--- src/hdl/sctk_pkg.sv ---
// ----------------------------------------------------------------------------
// sctk_pkg: shared types and constants of the scancode to key decoder
// Transfer payloads, the modifier flag group, set-1 scancodes, special key
// numbers and the plain and shifted ASCII lookup tables.
// ----------------------------------------------------------------------------
package sctk_pkg;

  typedef struct packed {
    logic [7:0] status_byte;
    logic [7:0] scan_byte;
  } in_item_t;

  typedef struct packed {
    logic [6:0] char_code;
    logic [5:0] special_key;
  } out_item_t;

  typedef struct packed {
    logic shift_held;
    logic ctrl_held;
    logic caps_on;
    logic extended_pending;
  } key_flags_t;

  // Status byte bits.
  localparam int unsigned ST_DATA_READY = 0;
  localparam int unsigned ST_MOUSE_DATA = 5;

  // Set-1 scancodes with special meaning.
  localparam logic [7:0] SC_ESC         = 8'h01;
  localparam logic [7:0] SC_BACKSPACE   = 8'h0E;
  localparam logic [7:0] SC_TAB         = 8'h0F;
  localparam logic [7:0] SC_E           = 8'h12;
  localparam logic [7:0] SC_CTRL_MAKE   = 8'h1D;
  localparam logic [7:0] SC_A           = 8'h1E;
  localparam logic [7:0] SC_F           = 8'h21;
  localparam logic [7:0] SC_H           = 8'h23;
  localparam logic [7:0] SC_K           = 8'h25;
  localparam logic [7:0] SC_LSHIFT_MAKE = 8'h2A;
  localparam logic [7:0] SC_Z           = 8'h2C;
  localparam logic [7:0] SC_X           = 8'h2D;
  localparam logic [7:0] SC_C           = 8'h2E;
  localparam logic [7:0] SC_V           = 8'h2F;
  localparam logic [7:0] SC_RSHIFT_MAKE = 8'h36;
  localparam logic [7:0] SC_CAPS_MAKE   = 8'h3A;
  localparam logic [7:0] SC_HOME        = 8'h47;
  localparam logic [7:0] SC_UP          = 8'h48;
  localparam logic [7:0] SC_PGUP        = 8'h49;
  localparam logic [7:0] SC_LEFT        = 8'h4B;
  localparam logic [7:0] SC_RIGHT       = 8'h4D;
  localparam logic [7:0] SC_END         = 8'h4F;
  localparam logic [7:0] SC_DOWN        = 8'h50;
  localparam logic [7:0] SC_PGDN        = 8'h51;
  localparam logic [7:0] SC_DEL         = 8'h53;
  localparam logic [7:0] SC_CTRL_BREAK  = 8'h9D;
  localparam logic [7:0] SC_LSHIFT_BRK  = 8'hAA;
  localparam logic [7:0] SC_RSHIFT_BRK  = 8'hB6;
  localparam logic [7:0] SC_EXT_PREFIX  = 8'hE0;

  // Number of scancodes covered by the ASCII tables.
  localparam logic [7:0] ROM_SIZE = 8'd58;

  localparam logic [6:0] CHAR_NONE  = 7'd0;
  localparam logic [6:0] CHAR_ESC   = 7'd27;
  localparam logic [6:0] CHAR_LOW_A = 7'h61;
  localparam logic [6:0] CHAR_LOW_Z = 7'h7A;
  localparam logic [6:0] CASE_DIFF  = 7'd32;

  // Special key numbers.
  localparam logic [5:0] SK_NONE             = 6'd0;
  localparam logic [5:0] SK_CTRL_F           = 6'd1;
  localparam logic [5:0] SK_CTRL_C           = 6'd2;
  localparam logic [5:0] SK_CTRL_V           = 6'd3;
  localparam logic [5:0] SK_CTRL_SHIFT_A     = 6'd4;
  localparam logic [5:0] SK_CTRL_A           = 6'd5;
  localparam logic [5:0] SK_CTRL_E           = 6'd6;
  localparam logic [5:0] SK_CTRL_SHIFT_Z     = 6'd7;
  localparam logic [5:0] SK_CTRL_Z           = 6'd8;
  localparam logic [5:0] SK_CTRL_K           = 6'd9;
  localparam logic [5:0] SK_CTRL_SHIFT_X     = 6'd10;
  localparam logic [5:0] SK_CTRL_X           = 6'd11;
  localparam logic [5:0] SK_CTRL_BACKSPACE   = 6'd12;
  localparam logic [5:0] SK_CTRL_H           = 6'd13;
  localparam logic [5:0] SK_CTRL_ESC         = 6'd14;
  localparam logic [5:0] SK_SHIFT_ESC        = 6'd15;
  localparam logic [5:0] SK_CTRL_DEL         = 6'd16;
  localparam logic [5:0] SK_DEL              = 6'd17;
  localparam logic [5:0] SK_HOME             = 6'd18;
  localparam logic [5:0] SK_END              = 6'd19;
  localparam logic [5:0] SK_SHIFT_UP         = 6'd20;
  localparam logic [5:0] SK_UP               = 6'd21;
  localparam logic [5:0] SK_SHIFT_DOWN       = 6'd22;
  localparam logic [5:0] SK_DOWN             = 6'd23;
  localparam logic [5:0] SK_CTRL_SHIFT_LEFT  = 6'd24;
  localparam logic [5:0] SK_CTRL_LEFT        = 6'd25;
  localparam logic [5:0] SK_SHIFT_LEFT       = 6'd26;
  localparam logic [5:0] SK_LEFT             = 6'd27;
  localparam logic [5:0] SK_CTRL_SHIFT_RIGHT = 6'd28;
  localparam logic [5:0] SK_CTRL_RIGHT       = 6'd29;
  localparam logic [5:0] SK_SHIFT_RIGHT      = 6'd30;
  localparam logic [5:0] SK_RIGHT            = 6'd31;
  localparam logic [5:0] SK_PGUP             = 6'd32;
  localparam logic [5:0] SK_PGDN             = 6'd33;
  localparam logic [5:0] SK_SHIFT_TAB        = 6'd34;
  localparam logic [5:0] SK_TAB              = 6'd35;
  localparam logic [5:0] SK_LAST             = SK_TAB;

  // Unshifted ASCII table, indexed by make code.
  function automatic logic [6:0] rom_plain(input logic [5:0] idx);
    logic [6:0] v;
    unique case (idx)
      6'd1:  v = 7'h1B;  6'd2:  v = 7'h31;  6'd3:  v = 7'h32;  6'd4:  v = 7'h33;
      6'd5:  v = 7'h34;  6'd6:  v = 7'h35;  6'd7:  v = 7'h36;  6'd8:  v = 7'h37;
      6'd9:  v = 7'h38;  6'd10: v = 7'h39;  6'd11: v = 7'h30;  6'd12: v = 7'h2D;
      6'd13: v = 7'h3D;  6'd14: v = 7'h08;  6'd15: v = 7'h09;  6'd16: v = 7'h71;
      6'd17: v = 7'h77;  6'd18: v = 7'h65;  6'd19: v = 7'h72;  6'd20: v = 7'h74;
      6'd21: v = 7'h79;  6'd22: v = 7'h75;  6'd23: v = 7'h69;  6'd24: v = 7'h6F;
      6'd25: v = 7'h70;  6'd26: v = 7'h5B;  6'd27: v = 7'h5D;  6'd28: v = 7'h0A;
      6'd30: v = 7'h61;  6'd31: v = 7'h73;  6'd32: v = 7'h64;  6'd33: v = 7'h66;
      6'd34: v = 7'h67;  6'd35: v = 7'h68;  6'd36: v = 7'h6A;  6'd37: v = 7'h6B;
      6'd38: v = 7'h6C;  6'd39: v = 7'h3B;  6'd40: v = 7'h27;  6'd41: v = 7'h60;
      6'd43: v = 7'h5C;  6'd44: v = 7'h7A;  6'd45: v = 7'h78;  6'd46: v = 7'h63;
      6'd47: v = 7'h76;  6'd48: v = 7'h62;  6'd49: v = 7'h6E;  6'd50: v = 7'h6D;
      6'd51: v = 7'h2C;  6'd52: v = 7'h2E;  6'd53: v = 7'h2F;  6'd55: v = 7'h2A;
      6'd57: v = 7'h20;
      default: v = CHAR_NONE;
    endcase
    return v;
  endfunction

  // Shifted ASCII table, indexed by make code.
  function automatic logic [6:0] rom_shift(input logic [5:0] idx);
    logic [6:0] v;
    unique case (idx)
      6'd1:  v = 7'h1B;  6'd2:  v = 7'h21;  6'd3:  v = 7'h40;  6'd4:  v = 7'h23;
      6'd5:  v = 7'h24;  6'd6:  v = 7'h25;  6'd7:  v = 7'h5E;  6'd8:  v = 7'h26;
      6'd9:  v = 7'h2A;  6'd10: v = 7'h28;  6'd11: v = 7'h29;  6'd12: v = 7'h5F;
      6'd13: v = 7'h2B;  6'd14: v = 7'h08;  6'd15: v = 7'h09;  6'd16: v = 7'h51;
      6'd17: v = 7'h57;  6'd18: v = 7'h45;  6'd19: v = 7'h52;  6'd20: v = 7'h54;
      6'd21: v = 7'h59;  6'd22: v = 7'h55;  6'd23: v = 7'h49;  6'd24: v = 7'h4F;
      6'd25: v = 7'h50;  6'd26: v = 7'h7B;  6'd27: v = 7'h7D;  6'd28: v = 7'h0A;
      6'd30: v = 7'h41;  6'd31: v = 7'h53;  6'd32: v = 7'h44;  6'd33: v = 7'h46;
      6'd34: v = 7'h47;  6'd35: v = 7'h48;  6'd36: v = 7'h4A;  6'd37: v = 7'h4B;
      6'd38: v = 7'h4C;  6'd39: v = 7'h3A;  6'd40: v = 7'h22;  6'd41: v = 7'h7E;
      6'd43: v = 7'h7C;  6'd44: v = 7'h5A;  6'd45: v = 7'h58;  6'd46: v = 7'h43;
      6'd47: v = 7'h56;  6'd48: v = 7'h42;  6'd49: v = 7'h4E;  6'd50: v = 7'h4D;
      6'd51: v = 7'h3C;  6'd52: v = 7'h3E;  6'd53: v = 7'h3F;  6'd55: v = 7'h2A;
      6'd57: v = 7'h20;
      default: v = CHAR_NONE;
    endcase
    return v;
  endfunction

endpackage

--- src/hdl/sctk_decode.sv ---
// ----------------------------------------------------------------------------
// sctk_decode: single-pass decode of one controller poll
// Combinational: from the registered poll and the current modifier flags it
// forms the result item and the flags that follow this poll.
// ----------------------------------------------------------------------------
module sctk_decode (
  input  sctk_pkg::in_item_t   item_i,
  input  sctk_pkg::key_flags_t flags_i,
  output sctk_pkg::out_item_t  result_o,
  output sctk_pkg::key_flags_t flags_nxt_o
);

  logic [7:0] sc;
  logic       s;
  logic       c;
  logic       data_ok;
  logic [5:0] shortcut;
  logic [5:0] nav;
  logic [6:0] rom_v;

  assign sc      = item_i.scan_byte;
  assign s       = flags_i.shift_held;
  assign c       = flags_i.ctrl_held;
  assign data_ok = item_i.status_byte[sctk_pkg::ST_DATA_READY] &&
                   !item_i.status_byte[sctk_pkg::ST_MOUSE_DATA];

  // Ctrl shortcuts; only taken when ctrl is held.
  always_comb begin
    unique case (sc)
      sctk_pkg::SC_F:         shortcut = sctk_pkg::SK_CTRL_F;
      sctk_pkg::SC_C:         shortcut = sctk_pkg::SK_CTRL_C;
      sctk_pkg::SC_V:         shortcut = sctk_pkg::SK_CTRL_V;
      sctk_pkg::SC_A:         shortcut = s ? sctk_pkg::SK_CTRL_SHIFT_A : sctk_pkg::SK_CTRL_A;
      sctk_pkg::SC_E:         shortcut = sctk_pkg::SK_CTRL_E;
      sctk_pkg::SC_Z:         shortcut = s ? sctk_pkg::SK_CTRL_SHIFT_Z : sctk_pkg::SK_CTRL_Z;
      sctk_pkg::SC_K:         shortcut = sctk_pkg::SK_CTRL_K;
      sctk_pkg::SC_X:         shortcut = s ? sctk_pkg::SK_CTRL_SHIFT_X : sctk_pkg::SK_CTRL_X;
      sctk_pkg::SC_BACKSPACE: shortcut = sctk_pkg::SK_CTRL_BACKSPACE;
      sctk_pkg::SC_H:         shortcut = sctk_pkg::SK_CTRL_H;
      default:                shortcut = sctk_pkg::SK_NONE;
    endcase
  end

  // Navigation and editing keys.
  always_comb begin
    unique case (sc)
      sctk_pkg::SC_DEL:   nav = c ? sctk_pkg::SK_CTRL_DEL : sctk_pkg::SK_DEL;
      sctk_pkg::SC_HOME:  nav = sctk_pkg::SK_HOME;
      sctk_pkg::SC_END:   nav = sctk_pkg::SK_END;
      sctk_pkg::SC_UP:    nav = s ? sctk_pkg::SK_SHIFT_UP : sctk_pkg::SK_UP;
      sctk_pkg::SC_DOWN:  nav = s ? sctk_pkg::SK_SHIFT_DOWN : sctk_pkg::SK_DOWN;
      sctk_pkg::SC_LEFT:  nav = (c && s) ? sctk_pkg::SK_CTRL_SHIFT_LEFT :
                                c ? sctk_pkg::SK_CTRL_LEFT :
                                s ? sctk_pkg::SK_SHIFT_LEFT : sctk_pkg::SK_LEFT;
      sctk_pkg::SC_RIGHT: nav = (c && s) ? sctk_pkg::SK_CTRL_SHIFT_RIGHT :
                                c ? sctk_pkg::SK_CTRL_RIGHT :
                                s ? sctk_pkg::SK_SHIFT_RIGHT : sctk_pkg::SK_RIGHT;
      sctk_pkg::SC_PGUP:  nav = sctk_pkg::SK_PGUP;
      sctk_pkg::SC_PGDN:  nav = sctk_pkg::SK_PGDN;
      sctk_pkg::SC_TAB:   nav = s ? sctk_pkg::SK_SHIFT_TAB : sctk_pkg::SK_TAB;
      default:            nav = sctk_pkg::SK_NONE;
    endcase
  end

  // Character lookup; caps lock raises lowercase letters when unshifted.
  always_comb begin
    if (s) begin
      rom_v = sctk_pkg::rom_shift(sc[5:0]);
    end else begin
      rom_v = sctk_pkg::rom_plain(sc[5:0]);
      if (flags_i.caps_on && rom_v >= sctk_pkg::CHAR_LOW_A &&
          rom_v <= sctk_pkg::CHAR_LOW_Z) begin
        rom_v = rom_v - sctk_pkg::CASE_DIFF;
      end
    end
  end

  always_comb begin
    flags_nxt_o = flags_i;
    result_o    = '0;
    if (data_ok) begin
      if (sc == sctk_pkg::SC_EXT_PREFIX) begin
        flags_nxt_o.extended_pending = 1'b1;
      end else begin
        flags_nxt_o.extended_pending = 1'b0;
        priority if (sc == sctk_pkg::SC_CTRL_MAKE) begin
          flags_nxt_o.ctrl_held = 1'b1;
        end else if (sc == sctk_pkg::SC_CTRL_BREAK) begin
          flags_nxt_o.ctrl_held = 1'b0;
        end else if (sc == sctk_pkg::SC_LSHIFT_BRK || sc == sctk_pkg::SC_RSHIFT_BRK) begin
          if (!flags_i.extended_pending) begin
            flags_nxt_o.shift_held = 1'b0;
          end
        end else if (sc == sctk_pkg::SC_LSHIFT_MAKE || sc == sctk_pkg::SC_RSHIFT_MAKE) begin
          if (!flags_i.extended_pending) begin
            flags_nxt_o.shift_held = 1'b1;
          end
        end else if (sc == sctk_pkg::SC_CAPS_MAKE) begin
          flags_nxt_o.caps_on = !flags_i.caps_on;
        end else if (sc[7]) begin
          result_o = '0;
        end else if (c && shortcut != sctk_pkg::SK_NONE) begin
          result_o.special_key = shortcut;
        end else if (sc == sctk_pkg::SC_ESC) begin
          if (c) begin
            result_o.special_key = sctk_pkg::SK_CTRL_ESC;
          end else if (s) begin
            result_o.special_key = sctk_pkg::SK_SHIFT_ESC;
          end else begin
            result_o.char_code = sctk_pkg::CHAR_ESC;
          end
        end else if (nav != sctk_pkg::SK_NONE) begin
          result_o.special_key = nav;
        end else if (sc < sctk_pkg::ROM_SIZE) begin
          result_o.char_code = rom_v;
        end else begin
          result_o = '0;
        end
      end
    end
  end

endmodule

--- src/hdl/scancode_to_key_decoder.sv ---
// ----------------------------------------------------------------------------
// scancode_to_key_decoder: set-1 keyboard scancode to key decoder
// Decodes one keyboard controller poll per transfer into an ASCII character
// or a special key number, tracking shift, ctrl, caps lock and the E0 prefix.
// ----------------------------------------------------------------------------
//
//  Channel | Ports                              | Payload
//  --------+------------------------------------+-----------------------------
//  input   | in_valid, in_ready, in_data        | status_byte, scan_byte
//  result  | out_valid, out_ready, out_data     | char_code, special_key
//
// One poll per cycle while the result is not stalled, one result transfer per
// poll: the input register feeds a single combinational decode into the result
// register, so each poll passes the input register and then the result register.
// Reset (rst_n low, synchronous) empties both registers and clears all flags.
// A stalled result holds both registers; in_ready drops only when both are
// full and out_ready is low.
//
module scancode_to_key_decoder (
  input  logic                clk,
  input  logic                rst_n,
  input  logic                in_valid,
  output logic                in_ready,
  input  sctk_pkg::in_item_t  in_data,
  output logic                out_valid,
  input  logic                out_ready,
  output sctk_pkg::out_item_t out_data
);

  // Input register stage.
  logic                 in_valid_r;
  sctk_pkg::in_item_t   in_item_r;

  // Result register stage.
  logic                 out_valid_r;
  sctk_pkg::out_item_t  out_item_r;

  // Modifier flags; they advance exactly when a poll moves into the result
  // register, so each poll sees the flags left by the poll before it.
  sctk_pkg::key_flags_t flags_r;
  sctk_pkg::key_flags_t flags_nxt;
  sctk_pkg::out_item_t  result_nxt;

  logic advance;

  // The decoded poll moves on when the result register is empty or being
  // drained in this same cycle.
  assign advance  = in_valid_r && (!out_valid_r || out_ready);
  // The input register can take a new poll when it is empty or its poll
  // moves on in this cycle.
  assign in_ready = !in_valid_r || advance;

  sctk_decode u_decode (
    .item_i      (in_item_r),
    .flags_i     (flags_r),
    .result_o    (result_nxt),
    .flags_nxt_o (flags_nxt)
  );

  always_ff @(posedge clk) begin
    if (!rst_n) begin
      in_valid_r <= 1'b0;
    end else if (in_ready) begin
      in_valid_r <= in_valid;
    end
  end

  always_ff @(posedge clk) begin
    if (in_valid && in_ready) begin
      in_item_r <= in_data;
    end
  end

  always_ff @(posedge clk) begin
    if (!rst_n) begin
      out_valid_r <= 1'b0;
    end else if (advance) begin
      out_valid_r <= 1'b1;
    end else if (out_ready) begin
      out_valid_r <= 1'b0;
    end
  end

  always_ff @(posedge clk) begin
    if (advance) begin
      out_item_r <= result_nxt;
    end
  end

  always_ff @(posedge clk) begin
    if (!rst_n) begin
      flags_r <= '0;
    end else if (advance) begin
      flags_r <= flags_nxt;
    end
  end

  assign out_valid = out_valid_r;
  assign out_data  = out_item_r;

  // A result never carries both a character and a special key.
  a_exclusive_result: assert property (@(posedge clk) disable iff (!rst_n)
    out_valid_r |-> (out_item_r.char_code == sctk_pkg::CHAR_NONE ||
                     out_item_r.special_key == sctk_pkg::SK_NONE))
    else $error("result carries both a character and a special key");

  // Special key numbers stay within the defined range.
  a_special_range: assert property (@(posedge clk) disable iff (!rst_n)
    out_valid_r |-> (out_item_r.special_key <= sctk_pkg::SK_LAST))
    else $error("special key number out of range");

  // Back-pressure reaches the input only when both stages are full and stalled.
  a_ready_only_when_full: assert property (@(posedge clk) disable iff (!rst_n)
    !in_ready |-> (in_valid_r && out_valid_r && !out_ready))
    else $error("input stalled while a stage is free");

  // Flags change only when a poll is decoded.
  a_flags_hold: assert property (@(posedge clk) disable iff (!rst_n)
    !advance |=> $stable(flags_r))
    else $error("modifier flags changed without a decoded poll");

  // Reset leaves no result pending.
  a_reset_empty: assert property (@(posedge clk)
    !rst_n |=> !out_valid_r)
    else $error("result valid right after reset");

endmodule
--- config.mk ---
export PLATFORM = sky130hd
export DESIGN_NAME = scancode_to_key_decoder
export DESIGN_NICKNAME = d
export VERILOG_FILES = /design/src/hdl/sctk_pkg.sv /design/src/hdl/sctk_decode.sv /design/src/hdl/scancode_to_key_decoder.sv
export SDC_FILE = /design/constraint.sdc
export NUM_CORES = 1
export LEC_CHECK = 0
export ABC_AREA = 1
export BUFFER_PORTS_ARGS = -buffer_cell sky130_fd_sc_hd__buf_2
export CAP_MARGIN = 10
export CORE_MARGIN = 8
export CORE_UTILIZATION = 45
export DETAILED_ROUTE_END_ITERATION = 10
export GPL_TIMING_DRIVEN = 0
export PLACE_DENSITY = 0.75
export REMOVE_ABC_BUFFERS = 1
export SYNTH_ARGS = -nofsm -noshare
export SYNTH_HDL_FRONTEND = slang
export SYNTH_SLANG_ARGS = --single-unit
--- constraint.sdc ---
create_clock -name clk -period 2.83 [get_ports clk]
set_clock_uncertainty 0.1 [all_clocks]
set_input_delay 0.849 -clock clk [delete_from_list [all_inputs] [get_ports clk]]
set_output_delay 0.849 -clock clk [all_outputs]
set_load 0.01 [all_outputs]
After elaboration in Yosys (flattened, before gate mapping)
Memory sizes are Yosys's and may differ from the RTL's. A register that Yosys moved wholly into a read port is not among the register bits.
Cells that the tools add are included.
- register bits after elaboration: 33
- bits in read-only memories: 896
- bits of input ports: 20
- logic and storage cells: 117
- memories: 2
- add/subtract/negate cells: 1
- order comparisons: 3
- equality and inequality tests: 31
- mux-type cells: 38
- bitwise gates (word level): 6
- reductions and logical operators: 26
- memories (name ; words ; bits a word ; read ports ; clocked after Yosys merged registers in ; wr ports ; RTL line ; text):
    (no name shown) ; 64 ; 7 ; 1 ; 1 ; 0 ; sctk_pkg.sv:134 ; unique case (idx)
    (no name shown) ; 64 ; 7 ; 1 ; 1 ; 0 ; sctk_pkg.sv:111 ; unique case (idx)
- operator list (operator ; number):
    case mux 6 bit (10 select lines) ; 2
    equality test 8 x 6 -> 1 bit, second input constant ; 10
    equality test 8 x 7 -> 1 bit, second input constant ; 9
    2-to-1 mux 6 bit ; 9
    2-to-1 mux 7 bit ; 5
    equality test 8 bit, second input constant ; 4
    equality test 8 x 5 -> 1 bit, second input constant ; 3
    2-to-1 mux 1 bit ; 17
    equality test 8 x 4 -> 1 bit, second input constant ; 2
    AND reduction 8 bit ; 2
    2-to-1 mux 13 bit ; 1
    nonzero test 6 bit ; 2
    2-to-1 mux 5 bit ; 2
    OR reduction 9 bit ; 1
    equality test 8 x 1 -> 1 bit, second input constant ; 1
    less-than comparator 8 x 6 -> 1 bit, second input constant ; 1
    2-to-1 mux 4 bit ; 2
    OR reduction 8 bit ; 1
    >= comparator 7 bit, second input constant ; 1
    less-or-equal comparator 7 bit, second input constant ; 1
    logical AND 1 bit ; 7
    subtractor 7 x 6 -> 7 bit, second input constant ; 1
    NOT 1 bit ; 6
    nonzero test 2 bit ; 3
    5 further kinds ; 12

Depth between registers and ports, before layout
- word-level depth: 10
- mapped depth: 16
- depth with buffers taken out: 15

Modules after synthesis
A second synthesis with hierarchy kept.
- cell total of the unflattened synthesis: 450
- area total of the unflattened synthesis: 3101.7 um^2
- by module, submodules not included (module ; instances ; cells each ; area each (um^2) ; seq. area each (um^2)):
    sctk_decode ; 1 ; 383 ; 1955.6 ; 0.0
    scancode_to_key_decoder ; 1 ; 67 ; 1146.1 ; 991.0

Worst setup path before layout
Ideal clock, no wire load.
- path kind: input -> register
- start: in out_ready
- end: reg (tool-made name)
- arrival: 2.389 ns
- required time: 2.615 ns
- path slack: 0.227 ns
- stages: 14
- cells stage by stage: inv_1 nand3_4 nand2_4 buf_12 nand2_1 nand2_2 ha_1 inv_1 nand3_1 nand3_1 nand2_1 nand2_1 nand2_1 and2_1
- RTL lines (element ; RTL line ; text):
    from (decl) ; scancode_to_key_decoder.sv:26 ; input logic out_ready,

==> flow_summary.json <==
{
  "status": "finished, final reports clean",
  "cts_buffers": 5,
  "grt_start_max_net_pins": 29,
  "period_minus_slack_ps": 2652,
  "cp-start-kind": "primary input",
  "route.detailed.drc": 0,
  "final_area_mm2": 0.003722,
  "final_cells": 636,
  "grt_usage": 0.1667,
  "maxCapViolations": 0,
  "n_fill_cell": 764,
  "viasPerCell": 5.382,
  "grt_first_pass_wirelength_um": 15350,
  "antenna_cells": 0,
  "nets": 565,
  "layout-drive-gt1-share": 0.1498,
  "path_max_fanout": 13,
  "period_share": 0.9373,
  "design.die.area_mm2": 0.01072,
  "total_power_mw": 1.579,
  "max_clock_freq_mhz": 377.0,
  "clk_latency_ps": 300,
  "firstDrtPassIters": 5,
  "wl_um": 8983,
  "p_per_area_mw_per_mm2": 424.2,
  "die_x_um": 103.5,
  "initial_core_util": 0.4555,
  "die_h_um": 103.5,
  "clk_root_buffer_cell": "clkbuf_8",
  "place_area_mm2": 0.003595,
  "synth_top_area_frac": 0.2004,
  "cts_tree": "done",
  "critical_path.endpoint_type": "register",
  "ys.flop_type": "edfxtp_1",
  "reg2regPathDepth": 12,
  "place.gp.congestion": 0.9462,
  "slew_headroom": 0.5521,
  "port_buffers": 28,
  "synth.avg_cell_area_um2": 6.746,
  "io_pins": 35,
  "synth_edf_count": 23,
  "dp.cells": 627,
  "cts_resized": 0,
  "rows": 32,
  "path_clk_slew_ps": 90,
  "ant_nets": 0,
  "coreArea_mm2": 0.007567,
  "ys_types": 40,
  "clockBufferDepth": 2,
  "dp_hpwl_um": 6713,
  "synth.yosys.warnings": 0,
  "synth.most_common_cell": "nand2_1",
  "dr_total_vias": 3423,
  "async_reset_ff_frac": 0,
  "detail_route.wl_per_cell_um": 14.12,
  "peakVddDrop_uv": 224.0,
  "area_delta_synth_final_pct": 7.985,
  "antenna_found_initial": 0,
  "initialDrtViolationCount": 163,
  "ys_top_cells_by_count": "nand2_1 (164), nand3_1 (76), nor2_1 (55)",
  "arrival_ps": 2730,
  "hold_class": "register to register",
  "grt_pass1_vias": 3235,
  "crit_type": "primary input to register",
  "syn_area_mm2": 0.003447,
  "p_leak_nw": 1.768,
  "post-cts-setup-buffer-count": 0,
  "worst_pin_slew_ps": 671.8,
  "hold_buffers": 0,
  "rsz0062_at_grt": "no",
  "crit_start": "out_ready",
  "min_from": "in_item_r[7]",
  "cts_sinks": 43,
  "synth.area.top_cells": "edfxtp_1 (20%), nand2_1 (18%), dfxtp_1 (12%), nand3_1 (11%), nor2_1 (6.0%)",
  "yosysTopAreaCell": "edfxtp_1",
  "r2r-start": "out_valid",
  "netlist_instances": 511,
  "overflow": 0,
  "ys_seq_elements": 43,
  "finalHoldViolCount": 0,
  "ys_seq_area_frac": 0.3165,
  "setup_tns_ps": 0,
  "finalSetupViolCount": 0,
  "cp.required_ps": 2910,
  "r2r_slack_ps": 510,
  "slew_violations": 0,
  "htree_levels": 2
}
-- how the worst min path moves through the flow --
| stage | end | slack, ps | cells after the start |
|---|---|---|---|
| 2_1_floorplan | flags_r[2] | 360 | 1 |
| 3_3_place_gp | flags_r[2] | 380 | 1 |
| 3_5_place_dp | flags_r[2] | 390 | 1 |
| 4_1_cts | flags_r[2] | 400 | 1 |
| 5_1_grt | flags_r[2] | 430 | 1 |
| 6_report | flags_r[2] | 400 | 1 |
-- worst max-delay path, cell delays in order --
cell and delay [ps]:
buf_2 90, inv_1 100, nand3_4 160, nand2_8 180, nand2_1 110, nand2_4 140
ha_1 250, inv_1 90, nand3_1 200, nand3_1 200, nand2_1 100, nand2_1 80
nand2_1 50, and2_1 140
-- cell type report --
cell class | instances | area (um^2) | area share
clock buffers | 5 | 68.82 | 0.01849
clock inverters | 3 | 23.77 | 0.006387
inverters | 45 | 180.2 | 0.04840
multi-input cells | 409 | 2086 | 0.5603
flip-flops and latches | 43 | 1091 | 0.2931
well taps | 102 | 127.6 | 0.03429
repair buffers | 28 | 140.1 | 0.03765
repair inverters | 1 | 5.005 | 0.001345
-- logic make-up after synthesis --
kind of cell	Yosys count	synth area share
and+or+nand+nor	344	0.4613
buffers and inverters	59	0.08602
xor gates and xnor gates	1	0.002541
DFF	43	0.3165
AOI/OAI and AO/OA	52	0.09002
adders and majority gates	12	0.04356
-- routing by layer --
metal / GRT usage / vias up / share of wire
met5: 0 / - / 0
met4: 0.06401 / 0 / 0.018
met3: 0.02230 / 12 / 0.069
met2: 0.2727 / 142 / 0.46
met1: 0.2168 / 1530 / 0.45
li1: - / 1739 / -
-- stage by stage --
step	utilization	hold slack, ps	setup WS (ps)
after detailed placement	0.4750	388.7	-234.5
final	0.4919	404.1	177.5
after global placement	0.4750	377.9	-251.5
after floorplan	-	359.0	254.0
after global routing	0.4919	429.7	12.23
after CTS	0.4873	400.8	84.21
-- cell usage in the layout (no fill, tap or decap), types with 3 or more instances in the layout --
master      Yosys  layout
nand3_2         4       4
ha_1           12      11
inv_1          38      37
nand4_1        12      12
nand2_2         7       7
nor2_1         55      55
o21ai_1         3       3
nand3_1        76      76
nand2_1       164     163
clkbuf_8        0       5
clkinvlp_4      0       3
a21oi_1        19      19
edfxtp_1       23      23
nor2_2          6       6
nor3_1          5       5
inv_2           4       4
o211ai_1        3       3
buf_2           5      28
nand2_4         7       7
o21ai_0        16      16
dfxtp_1        20      20
-- power by group --
part           internal (mW)  leakage (nW)  switching [mW]
Clock                  0.177        0.0408           0.229
Combinational          0.133          1.34           0.294
Sequential             0.714         0.384          0.0325
Total                   1.02          1.77           0.556
(Power assumes the default switching activity.)
